File: config.mk
export PLATFORM = sky130hd
export DESIGN_NAME = led_matrix_scroll_renderer
export DESIGN_NICKNAME = d
export VERILOG_FILES = /design/src/rtl/core/lmsr_pkg.sv /design/src/rtl/core/led_matrix_scroll_renderer.sv /design/src/rtl/core/lmsr_store.sv /design/src/rtl/core/lmsr_ctrl.sv /design/src/rtl/core/lmsr_emit.sv
export SDC_FILE = /design/constraint.sdc
export NUM_CORES = 1
export LEC_CHECK = 0
export ABC_CLOCK_PERIOD_IN_PS = 15000
export BUFFER_PORTS_ARGS = -buffer_cell sky130_fd_sc_hd__buf_2
export CAP_MARGIN = 30
export CORE_ASPECT_RATIO = 1.5
export CORE_MARGIN = 2
export CORE_UTILIZATION = 55
export DETAILED_ROUTE_END_ITERATION = 8
export GPL_TIMING_DRIVEN = 1
export MAX_ROUTING_LAYER = met4
export PLACE_DENSITY = 0.68
export SLEW_MARGIN = 20
export SYNTH_ARGS = -nofsm -noshare
export SYNTH_HDL_FRONTEND = slang
export SYNTH_HIERARCHICAL = 1
export SYNTH_SLANG_ARGS = --single-unit
File: constraint.sdc
create_clock -name clk -period 15 [get_ports clk]
set_clock_uncertainty 0.1 [all_clocks]
set_input_delay 4.5 -clock clk [delete_from_list [all_inputs] [get_ports clk]]
set_output_delay 4.5 -clock clk [all_outputs]
set_load 0.02 [all_outputs]
File: src/rtl/core/lmsr_pkg.sv
// ----------------------------------------------------------------------------
// lmsr_pkg
// Shared types and constants of the scrolling LED matrix renderer: word
// layouts, function and register codes, store geometry and the frame handed
// from the slot reader to the line emitter.
// ----------------------------------------------------------------------------
package lmsr_pkg;

  localparam int MAX_IMAGES  = 8;
  localparam int STORE_DEPTH = MAX_IMAGES + 4;
  localparam int STORE_AW    = $clog2(STORE_DEPTH);
  localparam int IMG_W       = 64;
  localparam int ROW_W       = 8;
  localparam int LINE_W      = 16;
  localparam int CFG_DATA_W  = 4;

  // first image sits above two blank slots
  localparam logic [STORE_AW-1:0] IMG_BASE_SLOT = STORE_AW'(2);

  localparam logic [3:0] WINDOW_MAX     = 4'd8;
  localparam logic [3:0] STRIP_OFFSET   = 4'd12;
  localparam logic [3:0] LANDSCAPE_LAST = 4'd7;
  localparam logic [3:0] PORTRAIT_LAST  = 4'd11;

  // start view for a single image and for longer sequences
  localparam logic [STORE_AW-1:0] SINGLE_ELEMENT = STORE_AW'(1);
  localparam logic [3:0]          SINGLE_SHIFT   = 4'd6;
  localparam logic [STORE_AW-1:0] MULTI_ELEMENT  = STORE_AW'(2);
  localparam logic [3:0]          MULTI_SHIFT    = 4'd0;

  typedef enum logic [1:0] {
    FUNC_LOAD   = 2'd0,
    FUNC_SCROLL = 2'd1,
    FUNC_STATIC = 2'd2,
    FUNC_HOME   = 2'd3
  } func_t;

  typedef enum logic {
    REG_ROTATION    = 1'b0,
    REG_IMAGE_COUNT = 1'b1
  } reg_idx_t;

  typedef enum logic [1:0] {
    ROT_PORTRAIT_FLIP  = 2'd0,
    ROT_PORTRAIT       = 2'd1,
    ROT_LANDSCAPE      = 2'd2,
    ROT_LANDSCAPE_FLIP = 2'd3
  } rot_t;

  typedef enum logic {
    KIND_COLUMN = 1'b0,
    KIND_ROW    = 1'b1
  } line_kind_t;

  typedef enum logic [1:0] {
    C_IDLE,
    C_READ,
    C_WAIT,
    C_HAND
  } ctrl_state_t;

  typedef struct packed {
    logic [1:0]       func;
    logic [2:0]       image_index;
    logic [IMG_W-1:0] image_data;
  } in_word_t;

  typedef struct packed {
    logic              line_kind;
    logic [3:0]        line_index;
    logic [LINE_W-1:0] line_data;
    logic              last;
  } out_word_t;

  typedef struct packed {
    logic                we;
    logic [STORE_AW-1:0] waddr;
    logic [IMG_W-1:0]    wdata;
    logic                re;
    logic [STORE_AW-1:0] raddr;
  } store_req_t;

  typedef struct packed {
    logic [IMG_W-1:0] a;
    logic [IMG_W-1:0] b;
    logic [IMG_W-1:0] c;
    logic [3:0]       shift;
    logic [1:0]       rotation;
  } frame_t;

endpackage

File: src/rtl/core/led_matrix_scroll_renderer.sv
// ----------------------------------------------------------------------------
// led_matrix_scroll_renderer
// Scrolling LED matrix renderer: stores 8x8 images and renders a three-image
// window, shifted by 0..8 pixels, as column or row writes for a 12x8 grid.
//
//   channel  direction  handshake             word
//   in_      input      in_valid / in_ready   in_word_t (func, index, image)
//   out_     output     out_valid / out_ready out_word_t (one line write)
//   cfg_     input      cfg_we                cfg_index, cfg_wdata
//
// A load or position reset is taken in the idle state and starts no render. A
// render reads its three slots through the store's single read port, then gives 8
// (landscape) or 12 (portrait) lines at one per cycle while out_ready holds; the
// slot reads of the next render overlap the lines of the current one. Reset
// clears the store's slot valid bits at once. A stalled out_ready holds the line
// register and, behind it, the frame and the input.
// ----------------------------------------------------------------------------
module led_matrix_scroll_renderer
  import lmsr_pkg::*;
(
  input  logic                  clk,
  input  logic                  rst_n,
  input  logic                  in_valid,
  output logic                  in_ready,
  input  in_word_t              in_data,
  output logic                  out_valid,
  input  logic                  out_ready,
  output out_word_t             out_data,
  input  logic                  cfg_we,
  input  logic                  cfg_index,
  input  logic [CFG_DATA_W-1:0] cfg_wdata
);

  store_req_t       store_req;
  logic [IMG_W-1:0] store_rd_data;
  logic             frame_valid;
  frame_t           frame;
  logic             frame_take;

  lmsr_store u_store (
    .clk     (clk),
    .rst_n   (rst_n),
    .req     (store_req),
    .rd_data (store_rd_data)
  );

  lmsr_ctrl u_ctrl (
    .clk           (clk),
    .rst_n         (rst_n),
    .in_valid      (in_valid),
    .in_ready      (in_ready),
    .in_data       (in_data),
    .cfg_we        (cfg_we),
    .cfg_index     (cfg_index),
    .cfg_wdata     (cfg_wdata),
    .store_req     (store_req),
    .store_rd_data (store_rd_data),
    .frame_valid   (frame_valid),
    .frame         (frame),
    .frame_take    (frame_take)
  );

  lmsr_emit u_emit (
    .clk         (clk),
    .rst_n       (rst_n),
    .frame_valid (frame_valid),
    .frame       (frame),
    .frame_take  (frame_take),
    .out_valid   (out_valid),
    .out_ready   (out_ready),
    .out_data    (out_data)
  );

endmodule

File: src/rtl/core/lmsr_store.sv
// ----------------------------------------------------------------------------
// lmsr_store
// Image slot memory: one write port, one read port with registered data.
// Per-slot valid bits make unwritten slots read as blank after reset.
// ----------------------------------------------------------------------------
module lmsr_store
  import lmsr_pkg::*;
(
  input  logic             clk,
  input  logic             rst_n,
  input  store_req_t       req,
  output logic [IMG_W-1:0] rd_data
);

  logic [IMG_W-1:0]       mem [STORE_DEPTH];
  logic [STORE_DEPTH-1:0] vld_r;
  logic [IMG_W-1:0]       rd_raw_r;
  logic                   rd_vld_r;

  always_ff @(posedge clk) begin
    if (req.we) begin
      mem[req.waddr] <= req.wdata;
    end
    if (req.re) begin
      rd_raw_r <= mem[req.raddr];
    end
  end

  always_ff @(posedge clk) begin
    if (!rst_n) begin
      vld_r    <= '0;
      rd_vld_r <= 1'b0;
    end else begin
      if (req.we) begin
        vld_r[req.waddr] <= 1'b1;
      end
      if (req.re) begin
        rd_vld_r <= vld_r[req.raddr];
      end
    end
  end

  // blank slot until first written
  assign rd_data = rd_vld_r ? rd_raw_r : '0;

`ifndef SYNTH
  a_raddr_range: assert property (@(posedge clk) disable iff (!rst_n)
    req.re |-> req.raddr < STORE_AW'(STORE_DEPTH))
    else $error("store read address out of range");
  a_waddr_range: assert property (@(posedge clk) disable iff (!rst_n)
    req.we |-> req.waddr >= IMG_BASE_SLOT && req.waddr < STORE_AW'(MAX_IMAGES + 2))
    else $error("store write outside image slots");
  a_no_same_cycle: assert property (@(posedge clk) disable iff (!rst_n)
    !(req.we && req.re))
    else $error("store written while a frame is being read");
`endif

endmodule

File: src/rtl/core/lmsr_ctrl.sv
// ----------------------------------------------------------------------------
// lmsr_ctrl
// Input front end: takes words, writes loads into the store, keeps the scroll
// position and the configuration, and for a render reads three consecutive
// slots into a frame for the line emitter.
// ----------------------------------------------------------------------------
module lmsr_ctrl
  import lmsr_pkg::*;
(
  input  logic                  clk,
  input  logic                  rst_n,
  input  logic                  in_valid,
  output logic                  in_ready,
  input  in_word_t              in_data,
  input  logic                  cfg_we,
  input  logic                  cfg_index,
  input  logic [CFG_DATA_W-1:0] cfg_wdata,
  output store_req_t            store_req,
  input  logic [IMG_W-1:0]      store_rd_data,
  output logic                  frame_valid,
  output frame_t                frame,
  input  logic                  frame_take
);

  ctrl_state_t           state_r, state_nxt;
  logic [1:0]            rotation_r;
  logic [3:0]            image_count_r;
  logic [STORE_AW-1:0]   scroll_element_r, scroll_element_nxt;
  logic [3:0]            scroll_window_r, scroll_window_nxt;
  logic [STORE_AW-1:0]   base_r;
  logic [1:0]            rd_cnt_r;
  logic                  rd_pend_r;
  logic [1:0]            rd_slot_r;
  frame_t                frm_r;

  logic                  accept;
  logic                  is_render;
  logic [3:0]            eff_count;
  logic [3:0]            win_inc;
  logic [STORE_AW-1:0]   elem_inc;
  logic [STORE_AW-1:0]   render_elem;
  logic [3:0]            render_shift;

  assign accept    = in_valid && in_ready;
  assign is_render = (in_data.func == FUNC_SCROLL) || (in_data.func == FUNC_STATIC);

  // count used for wrap saturates at MAX_IMAGES
  assign eff_count = (image_count_r > 4'(MAX_IMAGES)) ? 4'(MAX_IMAGES) : image_count_r;
  assign win_inc   = scroll_window_r + 4'd1;
  assign elem_inc  = scroll_element_r + STORE_AW'(1);

  always_comb begin
    scroll_element_nxt = scroll_element_r;
    scroll_window_nxt  = scroll_window_r;
    if (accept && in_data.func == FUNC_SCROLL) begin
      scroll_window_nxt = win_inc;
      if (win_inc > WINDOW_MAX) begin
        scroll_window_nxt  = 4'd1;
        scroll_element_nxt = elem_inc;
        if (5'(elem_inc) > 5'(eff_count) + 5'd1) begin
          scroll_element_nxt = '0;
        end
      end
    end else if (accept && in_data.func == FUNC_HOME) begin
      scroll_window_nxt  = '0;
      scroll_element_nxt = '0;
    end
  end

  always_comb begin
    if (in_data.func == FUNC_STATIC) begin
      if (image_count_r == 4'd1) begin
        render_elem  = SINGLE_ELEMENT;
        render_shift = SINGLE_SHIFT;
      end else begin
        render_elem  = MULTI_ELEMENT;
        render_shift = MULTI_SHIFT;
      end
    end else begin
      render_elem  = scroll_element_r;
      render_shift = scroll_window_r;
    end
  end

  // next state
  always_comb begin
    state_nxt = state_r;
    case (state_r)
      C_IDLE: begin
        if (accept && is_render) begin
          state_nxt = C_READ;
        end
      end
      C_READ: begin
        if (rd_cnt_r == 2'd2) begin
          state_nxt = C_WAIT;
        end
      end
      C_WAIT: state_nxt = C_HAND;
      C_HAND: begin
        if (frame_take) begin
          state_nxt = C_IDLE;
        end
      end
      default: state_nxt = C_IDLE;
    endcase
  end

  // outputs
  always_comb begin
    in_ready        = 1'b0;
    frame_valid     = 1'b0;
    store_req.we    = 1'b0;
    store_req.waddr = STORE_AW'(in_data.image_index) + IMG_BASE_SLOT;
    store_req.wdata = in_data.image_data;
    store_req.re    = 1'b0;
    store_req.raddr = base_r + STORE_AW'(rd_cnt_r);
    case (state_r)
      C_IDLE: begin
        in_ready     = 1'b1;
        store_req.we = in_valid && in_data.func == FUNC_LOAD
                       && 4'(in_data.image_index) < 4'(MAX_IMAGES);
      end
      C_READ:  store_req.re = 1'b1;
      C_WAIT:  ;
      C_HAND:  frame_valid = 1'b1;
      default: ;
    endcase
  end

  assign frame = frm_r;

  always_ff @(posedge clk) begin
    if (!rst_n) begin
      state_r          <= C_IDLE;
      rotation_r       <= ROT_LANDSCAPE_FLIP;
      image_count_r    <= '0;
      scroll_element_r <= '0;
      scroll_window_r  <= '0;
      rd_cnt_r         <= '0;
      rd_pend_r        <= 1'b0;
    end else begin
      state_r          <= state_nxt;
      scroll_element_r <= scroll_element_nxt;
      scroll_window_r  <= scroll_window_nxt;
      rd_pend_r        <= (state_r == C_READ);
      if (cfg_we && cfg_index == REG_ROTATION) begin
        rotation_r <= cfg_wdata[1:0];
      end
      if (cfg_we && cfg_index == REG_IMAGE_COUNT) begin
        image_count_r <= cfg_wdata;
      end
      if (accept) begin
        rd_cnt_r <= '0;
      end else if (state_r == C_READ) begin
        rd_cnt_r <= rd_cnt_r + 2'd1;
      end
    end
  end

  always_ff @(posedge clk) begin
    rd_slot_r <= rd_cnt_r;
    if (accept && is_render) begin
      base_r         <= render_elem;
      frm_r.shift    <= render_shift;
      frm_r.rotation <= rotation_r;
    end
    // capture slot data in the cycle after its read
    if (rd_pend_r) begin
      case (rd_slot_r)
        2'd0:    frm_r.a <= store_rd_data;
        2'd1:    frm_r.b <= store_rd_data;
        2'd2:    frm_r.c <= store_rd_data;
        default: ;
      endcase
    end
  end

`ifndef SYNTH
  a_window_range: assert property (@(posedge clk) disable iff (!rst_n)
    scroll_window_r <= WINDOW_MAX)
    else $error("scroll window beyond range");
  a_element_range: assert property (@(posedge clk) disable iff (!rst_n)
    5'(scroll_element_r) <= 5'(MAX_IMAGES + 1))
    else $error("scroll element beyond range");
  a_wait_after_read: assert property (@(posedge clk) disable iff (!rst_n)
    state_r == C_WAIT |-> $past(state_r) == C_READ && $past(rd_cnt_r) == 2'd2)
    else $error("frame handed over before all slots read");
`endif

endmodule

File: src/rtl/core/lmsr_emit.sv
// ----------------------------------------------------------------------------
// lmsr_emit
// Line emitter: holds one frame and produces one column or row write per
// cycle into an output register while the output is not stalled; takes the
// next frame when idle or as the last line of the current one is produced.
// ----------------------------------------------------------------------------
module lmsr_emit
  import lmsr_pkg::*;
(
  input  logic      clk,
  input  logic      rst_n,
  input  logic      frame_valid,
  input  frame_t    frame,
  output logic      frame_take,
  output logic      out_valid,
  input  logic      out_ready,
  output out_word_t out_data
);

  frame_t     frm_r;
  logic       busy_r;
  logic [3:0] cnt_r;
  logic       out_valid_r;
  out_word_t  out_word_r;

  logic       gen;
  logic       landscape;
  logic [3:0] last_cnt;
  logic       at_last;
  out_word_t  line;

  function automatic logic [ROW_W-1:0] rev8(input logic [ROW_W-1:0] v);
    logic [ROW_W-1:0] r;
    for (int i = 0; i < ROW_W; i++) begin
      r[i] = v[ROW_W-1-i];
    end
    return r;
  endfunction

  assign landscape  = frm_r.rotation[1];
  assign last_cnt   = landscape ? LANDSCAPE_LAST : PORTRAIT_LAST;
  assign at_last    = (cnt_r == last_cnt);
  assign gen        = busy_r && (!out_valid_r || out_ready);
  assign frame_take = frame_valid && (!busy_r || (gen && at_last));

  // line for the current beat
  logic [ROW_W-1:0]   ra, rb, rc, rp;
  logic [3*ROW_W-1:0] w24;
  logic [3:0]         sh;
  logic [4:0]         strip_idx;
  logic [2:0]         prow;
  logic [ROW_W-1:0]   pbyte;

  always_comb begin
    ra = frm_r.a[{cnt_r[2:0], 3'b000} +: ROW_W];
    rb = frm_r.b[{cnt_r[2:0], 3'b000} +: ROW_W];
    rc = frm_r.c[{cnt_r[2:0], 3'b000} +: ROW_W];
    if (frm_r.rotation == ROT_LANDSCAPE_FLIP) begin
      ra = rev8(ra);
      rb = rev8(rb);
      rc = rev8(rc);
    end
    if (frm_r.rotation[0]) begin
      w24 = {ra, rb, rc};
      sh  = STRIP_OFFSET - frm_r.shift;
    end else begin
      w24 = {rc, rb, ra};
      sh  = frm_r.shift;
    end

    // strip row: A above B above C, each stored top row first
    strip_idx = 5'(cnt_r) + 5'(STRIP_OFFSET) - 5'(frm_r.shift);
    prow      = 3'd7 - strip_idx[2:0];
    case (strip_idx[4:3])
      2'd2:    pbyte = frm_r.a[{prow, 3'b000} +: ROW_W];
      2'd1:    pbyte = frm_r.b[{prow, 3'b000} +: ROW_W];
      default: pbyte = frm_r.c[{prow, 3'b000} +: ROW_W];
    endcase
    rp = (frm_r.rotation == ROT_PORTRAIT_FLIP) ? rev8(pbyte) : pbyte;

    line.last = at_last;
    if (landscape) begin
      line.line_kind  = KIND_COLUMN;
      line.line_index = frm_r.rotation[0] ? (LANDSCAPE_LAST - cnt_r) : cnt_r;
      line.line_data  = LINE_W'(w24 >> sh);
    end else begin
      line.line_kind  = KIND_ROW;
      line.line_index = frm_r.rotation[0] ? cnt_r : (PORTRAIT_LAST - cnt_r);
      line.line_data  = {{(LINE_W-ROW_W){1'b0}}, rp};
    end
  end

  always_ff @(posedge clk) begin
    if (!rst_n) begin
      busy_r      <= 1'b0;
      cnt_r       <= '0;
      out_valid_r <= 1'b0;
    end else begin
      if (gen) begin
        out_valid_r <= 1'b1;
      end else if (out_ready) begin
        out_valid_r <= 1'b0;
      end
      if (frame_take) begin
        busy_r <= 1'b1;
        cnt_r  <= '0;
      end else if (gen) begin
        if (at_last) begin
          busy_r <= 1'b0;
        end else begin
          cnt_r <= cnt_r + 4'd1;
        end
      end
    end
  end

  always_ff @(posedge clk) begin
    if (frame_take) begin
      frm_r <= frame;
    end
    if (gen) begin
      out_word_r <= line;
    end
  end

  assign out_valid = out_valid_r;
  assign out_data  = out_word_r;

`ifndef SYNTH
  a_take_restarts: assert property (@(posedge clk) disable iff (!rst_n)
    frame_take |=> busy_r && cnt_r == 4'd0)
    else $error("frame taken without restarting line count");
  a_landscape_count: assert property (@(posedge clk) disable iff (!rst_n)
    busy_r && landscape |-> cnt_r <= LANDSCAPE_LAST)
    else $error("landscape frame beyond eight columns");
  a_last_flag: assert property (@(posedge clk) disable iff (!rst_n)
    gen && at_last |=> out_valid_r && out_word_r.last)
    else $error("final line of frame not flagged");
`endif

endmodule

# Yosys cells after proc, flatten, opt, wreduce, memory -nomap -nowiden
# Memory sizes are Yosys's and may differ from the RTL's. A register that Yosys moved wholly into a read port is not among the register bits.
# Cells that the tools add are included.
[classes]
eq_ne = 18
n_bitwise = 4
n_mux = 42
n_addsub = 13
n_shift = 7
magnitude_cmp = 6
n_reduce_logical = 33
[ops]
columns = ["cell", "count"]
rows = [
  ["$shiftx A64 B7 Y8", 6],
  ["$mux W64", 1],
  ["$mux W4", 13],
  ["$mux W8", 4],
  ["$mux W24", 1],
  ["$shr A24 B4 Y16", 1],
  ["$mux W21", 1],
  ["$eq A2 B2 Y1 const B", 8],
  ["$pmux W8 S2", 1],
  ["$mux W1", 13],
  ["$add A4 B1 Y4 const B", 3],
  ["$or A12 B12 Y12", 1],
  ["$reduce_and A2 Y1", 6],
  ["$logic_and A1 B1 Y1", 11],
  ["$lt A4 B5 Y1 const B", 2],
  ["$eq A2 B1 Y1 const B", 4],
  ["$gt A4 B4 Y1 const B", 2],
  ["$logic_not A2 Y1", 4],
  ["$mux W2", 4],
  ["$pmux W2 S4", 1],
  ["$reduce_bool A2 Y1", 4],
  ["$sub A4 B4 Y4 const A", 2],
  ["$add A4 B1 Y5 const B", 1],
  ["$add A4 B4 Y5 const B", 1],
  ["20 further kinds", 28],
]
[totals]
output_inout_bits = 24
ram_bits = 768
reg_bits = 462
word_cells = 153
mem_count = 1
input_bits = 79
[mem_list]
columns = ["name", "words", "word_bits", "rd", "rd_clocked_by_memory_dff", "wr", "line", "source"]
rows = [
  ["u_store.mem", 12, 64, 1, 1, 1, "lmsr_store.sv:15", "logic [IMG_W-1:0] mem [STORE_DEPTH];"],
]

# Longest topological paths before layout
# Gate-level depths: netlist of run 1.
[depth]
depth_word = 8
ltp_mapped = 22
ltp_nobuf = 17

# Hierarchy
# The synthesis of run 1 kept the hierarchy.
[modules_own_cells]
columns = ["module", "n_inst", "seq_area_each_um2", "cells_per_inst", "area_each_um2"]
rows = [
  ["lmsr_store", 1, 25244.2, 1410, 31896.8],
  ["lmsr_emit", 1, 6726.5, 873, 12159.2],
  ["lmsr_ctrl", 1, 6486.2, 439, 7985.2],
]

# Worst setup path before layout of run 1
# Ideal clock, no wire load.
[synth_timing]
path_kind = "in2reg"
from = "in in_data[67] (netlist bit)"
to = "mem u_store.mem[0][0], enable pin"
n_path_buf = 0
cell_stages = 5
required_time_ns = 14.253
t_arrival_ns = 11.120
slack_ns = 3.133
cell_sequence = "inv_1 > ha_1 > and3_1 > nand2b_1 > nor4_1"
[synth_lines]
columns = ["element", "line", "source"]
rows = [
  ["start: declaration", "led_matrix_scroll_renderer.sv:25", "input in_word_t in_data,"],
  ["end: declaration", "lmsr_store.sv:15", ""],
]

==> results.py, run 1 <==
metrics = {
    "run_status": {
        "outcome": "finished, final reports clean",
    },
    "floorplan": {
        "die_h_um": 381,
        "initial_core_util_pct": 55.3,
        "die_w_um": 255,
        "rows": 138,
        "coreArea_um2": 94100,
        "die_area_um2": 97100,
        "io_pins": 103,
    },
    "routing": {
        "wl_um": 112000,
        "dr.pass1.iters": 7,
        "ant_nets": 0,
        "via_per_inst": 6.07,
        "wl_per_cell_um": 27.0,
        "vias": 25200,
        "drt_iter0_drc": 2052,
        "drc": 0,
    },
    "synth": {
        "syn-num-nets": 2834,
        "ys_ff_latch": 1294,
        "ys.flop_type": "edfxtp_1",
        "yosysTopAreaCell": "edfxtp_1",
        "avgSynthCellArea_um2": 19.1,
        "syn_inst": 2722,
        "synth_area_leaders": "edfxtp_1 (72%), mux4_2 (12%), mux2i_1 (2.6%)",
        "ys_warn_count": 6,
        "ys_types": 69,
        "syn_area_um2": 52000,
        "synth_edf_count": 1254,
        "yosysTopAreaCellShare_pct": 72.4,
        "synth_seq_area_share_pct": 73.9,
        "ys_async_sr_fraction_pct": 0,
    },
    "setup_path": {
        "cp.required_ns": 15.20,
        "cpPeakStageDelay_ns": 0.82,
        "critPathKind": "in2reg",
        "worstPathMaxFanout": 41,
        "path_cells": "buf_2 -> ha_1 -> nand2b_1 -> nor2_4 -> buf_4",
        "start_kind": "input pin",
        "worst-endpoint-arrival_ns": 6.98,
        "crit_path_top_delay_cell": "nor2_4",
        "endpoint_kind": "flop",
    },
    "cts": {
        "cts_hold_buf": 0,
        "clock_path_buffers": 3,
        "clk_latency_ns": 0.69,
        "cts_buffers": 113,
        "path_clk_slew_ns": 0.07,
        "clock_sinks": 1294,
        "root_buffer": "clkbuf_16",
        "cts-htree-levels": 3,
        "cts_tree": "built",
        "cts_resized": 0,
        "postCtsSetupBuffers": 0,
    },
    "layout": {
        "syn_to_final_growth_pct": 9.74,
        "drive_gt1_share_pct": 22.4,
        "final_common_cell": "edfxtp_1",
        "fin_util_pct": 60.7,
        "final_cell_mix": "edfxtp_1 (1,254), mux4_2 (270), nand2_1 (146)",
        "nets": 2900,
    },
    "sta": {
        "relSlewSlack_pct": 32.6,
        "max_freq_mhz": 147,
        "fin_crit_ns": 6.78,
        "worst_slack_ns": 8.22,
        "finalSetupViolations": 0,
        "rsz0062_at_grt": "false",
        "hold_violations": 0,
        "drv_slew": 0,
        "worst_pin_slew_ns": 1.01,
        "timing.final.crit_share_pct": 45.2,
        "fin_setup_tns_ns": 0,
    },
    "power": {
        "power_density_nw_per_um2": 152,
        "ir_drop_uv": 122,
        "leakagePower_nw": 18.4,
    },
    "grt": {
        "grt_usage_pct": 24.4,
        "grt_pass1_vias": 26100,
        "grt_antenna_before_repair": 16,
        "grt_max_degree": 132,
        "grt_pass1_wl_um": 168000,
        "overflow": 0,
    },
    "placement": {
        "hpwl_um": 69400,
        "gp_congestion": 0.936,
        "io_buffers": 102,
        "pre_cts_ws_ns": 7.31,
    },
    "flow_run": {
        "drv_cap": 0,
    },
    "hold_path": {
        "hold_class": "reg2reg",
    },
}
==> synthesized netlist by cell type, types with 10 or more instances <==
| cell type | count |
|---|---|
| a211oi_1 | 14 |
| a21oi_1 | 52 |
| a221oi_1 | 13 |
| a22o_1 | 41 |
| a22oi_1 | 20 |
| and2_1 | 71 |
| buf_1 | 15 |
| buf_2 | 39 |
| buf_4 | 75 |
| buf_6 | 13 |
| clkbuf_1 | 71 |
| dfxtp_1 | 40 |
| edfxtp_1 | 1254 |
| ha_1 | 31 |
| inv_1 | 36 |
| mux2_2 | 13 |
| mux2i_1 | 137 |
| mux4_2 | 270 |
| nand2_1 | 146 |
| nand2b_1 | 10 |
| nand3_1 | 22 |
| nor2_1 | 70 |
| nor2b_1 | 12 |
| nor3_1 | 16 |
| o211ai_1 | 13 |
| o21a_1 | 16 |
| o21ai_0 | 32 |
| o21ai_1 | 64 |
| xnor2_1 | 18 |
==> area by class of cell <==
cell class / instances / area (um2)
sequential: 1294 / 38500
fill: 6644 / 37000
multi-input combinational: 1174 / 12400
clock buffer: 137 / 2940
tap: 1260 / 1580
timing repair buffer: 164 / 1090
clock inverter: 69 / 509
inverter: 41 / 159
antenna: 10 / 25.0
==> final timing paths <==
path / start / end / slack (ns) / cells after the start
worst min-delay path: u_ctrl/frame[97] / u_emit/frm_r[97] / 0.31 / 0
worst max-delay path: in_data[65] / u_store/mem[11][58] / 8.22 / 5
worst max register to register: u_emit/cnt_r[2] / u_emit/out_data[5] / 9.56 / 16
worst min register to register: u_ctrl/frame[97] / u_emit/frm_r[97] / 0.31 / 0
==> report_power, final <==
part	internal (W)	switching (W)
logic	0.000722	0.000933
registers	0.00422	0.000106
clock network	0.00148	0.00123
total	0.00642	0.00227
==> metrics by stage <==
step           std cells  total power [W]  cell area [um2]  hold WS, ns
2_1_floorplan       2722          0.00561            52000        0.279
3_3_place_gp        3925          0.00603            53500        0.301
3_5_place_dp        3928          0.00606            53500        0.305
4_1_cts             4134          0.00876            57000        0.312
5_1_grt             4148          0.00902            57100        0.316
6_report            4149          0.00869            57100        0.310
==> state kept, by name (all words and copies together), names as in the netlist, 2 cells and up <==
signal and cells:
u_ctrl/base_r 4, u_ctrl/frame 198, u_ctrl/image_count_r 4, u_ctrl/rd_cnt_r 2, u_ctrl/rd_slot_r 2, u_ctrl/rotation_r 2, u_ctrl/scroll_element_r 4, u_ctrl/scroll_window_r 4
u_ctrl/state_r 2, u_emit/cnt_r 4, u_emit/frm_r 198, u_emit/out_data 22, u_store/mem 768, u_store/rd_raw_r 64, u_store/vld_r 12
==> metal layers <==
| layer | track usage [%] | wire, um |
|---|---|---|
| met3 | 2.84 | 5080 |
| met2 | 42.8 | 61300 |
| met1 | 28.2 | 40700 |
| met4 | 11.0 | 4870 |
| met5 | - | 0 |
==> cell families after synthesis <==
group / after synthesis / share of synthesized area (%)
AO/OA/AOI/OAI: 328 / 4.25
multiplexers: 421 / 14.6
adder cells (fa/ha/maj): 33 / 0.822
AND/OR/NAND/NOR: 370 / 3.38
flip-flops: 1294 / 73.9
buffers and inverters: 254 / 2.65
XOR/XNOR: 22 / 0.370
==> critical path: cells and delay by family <==
| kind | cells | cell delay [ns] |
|---|---|---|
| adder cells (fa/ha/maj) | 1 | 0.40 |
| buffers and inverters | 2 | 0.85 |
| AND/OR/NAND/NOR | 2 | 1.15 |
(Power assumes the default switching activity.)
==> run 2, diff against run 1 <==
--- a/config.mk
+++ b/config.mk
@@ -5,7 +5,7 @@
 export SDC_FILE = /design/constraint.sdc
 export NUM_CORES = 1
 export LEC_CHECK = 0
-export ABC_CLOCK_PERIOD_IN_PS = 15000
+export ABC_CLOCK_PERIOD_IN_PS = 6100
 export BUFFER_PORTS_ARGS = -buffer_cell sky130_fd_sc_hd__buf_2
 export CAP_MARGIN = 30
 export CORE_ASPECT_RATIO = 1.5
@@ -14,7 +14,7 @@
 export DETAILED_ROUTE_END_ITERATION = 8
 export GPL_TIMING_DRIVEN = 1
 export MAX_ROUTING_LAYER = met4
-export PLACE_DENSITY = 0.68
+export PLACE_DENSITY = 0.71
 export SLEW_MARGIN = 20
 export SYNTH_ARGS = -nofsm -noshare
 export SYNTH_HDL_FRONTEND = slang
==> constraint.sdc (replaced) <==
create_clock -name clk -period 6.1 [get_ports clk]
set_clock_uncertainty 0.1 [all_clocks]
set_input_delay 1.83 -clock clk [delete_from_list [all_inputs] [get_ports clk]]
set_output_delay 1.83 -clock clk [all_outputs]
set_load 0.02 [all_outputs]
==> run 2 against run 1 <==
Critical path depth is 11 higher. Critical endpoint is now u_emit/out_data[7]. First-iteration DRC count is 1.6% lower. Register-to-register slack worse by 8.1 ns. Clock-buffer cell count is 9 higher. Combinational power is 150% higher. Design area is 0.33% higher. Sequential cell count stayed put. Sequential share of layout area is 0.22 points lower.
==> results.py, run 2 (same netlist as run 1, synthesis figures left out) <==
metrics = {
    "cts": {
        "clk_latency_ns": 0.69,
        "path_clk_slew_ns": 0.07,
        "root_buffer": "clkbuf_16",
        "cts_tree": "built",
        "cts-htree-levels": 3,
        "clock_path_buffers": 3,
        "postCtsSetupBuffers": 0,
        "cts_resized": 0,
        "clock_sinks": 1294,
        "cts_hold_buf": 0,
        "cts_buffers": 110,
    },
    "setup_path": {
        "reg2reg_from": "u_emit/frm_r[3]",
        "path_delay_family": "adder cells",
        "rrSetupSlack_ns": 1.46,
        "timing.rr.end": "u_emit/out_data[7]",
        "start_kind": "flop",
        "cp.required_ns": 6.45,
        "rr_worst_depth": 16,
        "worst-path-buf-inv": 3,
        "crit_path_top_delay_cell": "mux4_2",
        "endpoint_kind": "flop",
        "cpPeakStageDelay_ns": 0.52,
        "worst-endpoint-arrival_ns": 5.00,
        "critPathKind": "reg2reg",
        "worstPathMaxFanout": 27,
        "path_cells": "inv_1 -> ha_1 -> ha_1 -> fa_1 -> xnor2_1 -> inv_1 -> ha_2 -> buf_4 -> a221oi_1 -> a21oi_1 -> nor2_1 -> a21oi_1 -> mux4_2 -> mux2i_1 -> a2bb2oi_1 -> and3_1",
    },
    "flow_run": {
        "drv_cap": 0,
    },
    "hold_path": {
        "worstHoldStart": "u_ctrl/frame[26]",
        "hold_path_end": "u_emit/frm_r[26]",
        "min_path_cells": 0,
        "hold_class": "reg2reg",
    },
    "grt": {
        "grt_max_degree": 132,
        "overflow": 0,
        "grt_usage_pct": 24.5,
        "grtUsageMet2_pct": 43.3,
        "grt_pass1_vias": 26300,
        "grt_pass1_wl_um": 169000,
        "grt_use_met1_pct": 28.7,
        "met3_usage_pct": 3.20,
        "grt-busiest-layer": "met2",
        "grt_antenna_before_repair": 14,
    },
    "layout": {
        "largest_reg_flops": 768,
        "n_fill_cell": 6523,
        "largest_register": "u_store/mem",
        "drive_gt1_share_pct": 22.3,
        "final_cell_mix": "edfxtp_1 (1,254), mux4_2 (270), nand2_1 (146)",
        "nets": 2901,
        "syn_to_final_growth_pct": 10.1,
        "final_common_cell": "edfxtp_1",
    },
    "sta": {
        "worst_pin_slew_ns": 1.01,
        "rsz0062_at_grt": "false",
        "finalSetupViolations": 0,
        "fin_crit_ns": 4.64,
        "max_freq_mhz": 215,
        "timing.final.crit_share_pct": 76.1,
        "hold_violations": 0,
        "fin_setup_tns_ns": 0,
        "drv_slew": 0,
        "relSlewSlack_pct": 32.4,
        "holdWs_ns": 0.312,
    },
    "floorplan": {
        "die_area_um2": 97100,
        "initial_core_util_pct": 55.3,
        "rows": 138,
        "die_h_um": 381,
        "die_w_um": 255,
        "coreArea_um2": 94100,
        "io_pins": 103,
    },
    "routing": {
        "drc": 0,
        "dr.pass1.iters": 6,
        "vias": 25300,
        "drt_iter0_drc": 2019,
        "via_per_inst": 6.10,
        "wl_um": 113000,
        "wl_per_cell_um": 27.2,
        "ant_nets": 0,
    },
    "power": {
        "power_density_nw_per_um2": 374,
        "ir_drop_uv": 301,
        "leakagePower_nw": 18.4,
    },
    "placement": {
        "gp_congestion": 0.942,
        "io_buffers": 102,
        "hpwl_um": 71900,
    },
    "run_status": {
        "outcome": "finished, final reports clean",
    },
}
[run 2: cell types whose count changed in the layout (fill, tap and decap cells not counted), moves of 3 or more]
cell        previous run  this run
clkinv_2              23        18
clkinvlp_4             6         1
clkbuf_8               0         3
buf_12                 4        17
clkbuf_1              23        28
buf_4                 54        48
[run 2: worst max path at each step]
stage	endpoint	cells past startpoint	slack, ns	startpoint
after floorplan	u_store/mem[3][0]	3	-1.38	in_data[65]
after global placement	u_emit/out_data[7]	16	1.61	u_emit/frm_r[3]
after detailed placement	u_emit/out_data[5]	14	1.50	u_emit/frm_r[3]
after CTS	u_emit/out_data[5]	14	1.47	u_emit/frm_r[3]
after global routing	u_emit/out_data[7]	16	1.10	u_emit/frm_r[3]
final	u_emit/out_data[7]	16	1.46	u_emit/frm_r[3]
[run 2: metal layers]
metal  part of all wire [%]  wire length [um]
met2                     55             61700
met4                    3.6              4050
met1                     37             41200
met3                    5.1              5800
met5                      0                 0
[run 2: cell type report]
type,count,area [um2],share of cell area (%)
Antenna cell,9,22.5,0.0393
Clock buffer,146,3020,5.28
Clock inverter,58,452,0.788
Inverter,41,159,0.277
Multi-Input combinational cell,1174,12400,21.6
Sequential cell,1294,38500,67.1
Tap cell,1260,1580,2.75
Timing Repair Buffer,168,1240,2.16
[run 2: stage by stage]
stage               std cells  setup slack [ns]  power (W)  util (%)  cell area (um2)
finish                   4150              1.46     0.0214      60.9            57300
global route             4149              1.10     0.0222      60.9            57300
CTS                      4138              1.47     0.0216      60.8            57200
detailed placement       3934              1.50     0.0149      57.1            53700
global placement         3934              1.61     0.0148      57.1            53700
floorplan                2722             -1.38     0.0138         -            52100
[run 2: power breakdown]
group / internal, W / leakage (nW) / total, W / switching [W]
registers: 0.0104 / 11.5 / 0.0106 / 0.000201
clock network: 0.00370 / 1.70 / 0.00672 / 0.00302
logic: 0.00180 / 5.21 / 0.00412 / 0.00233
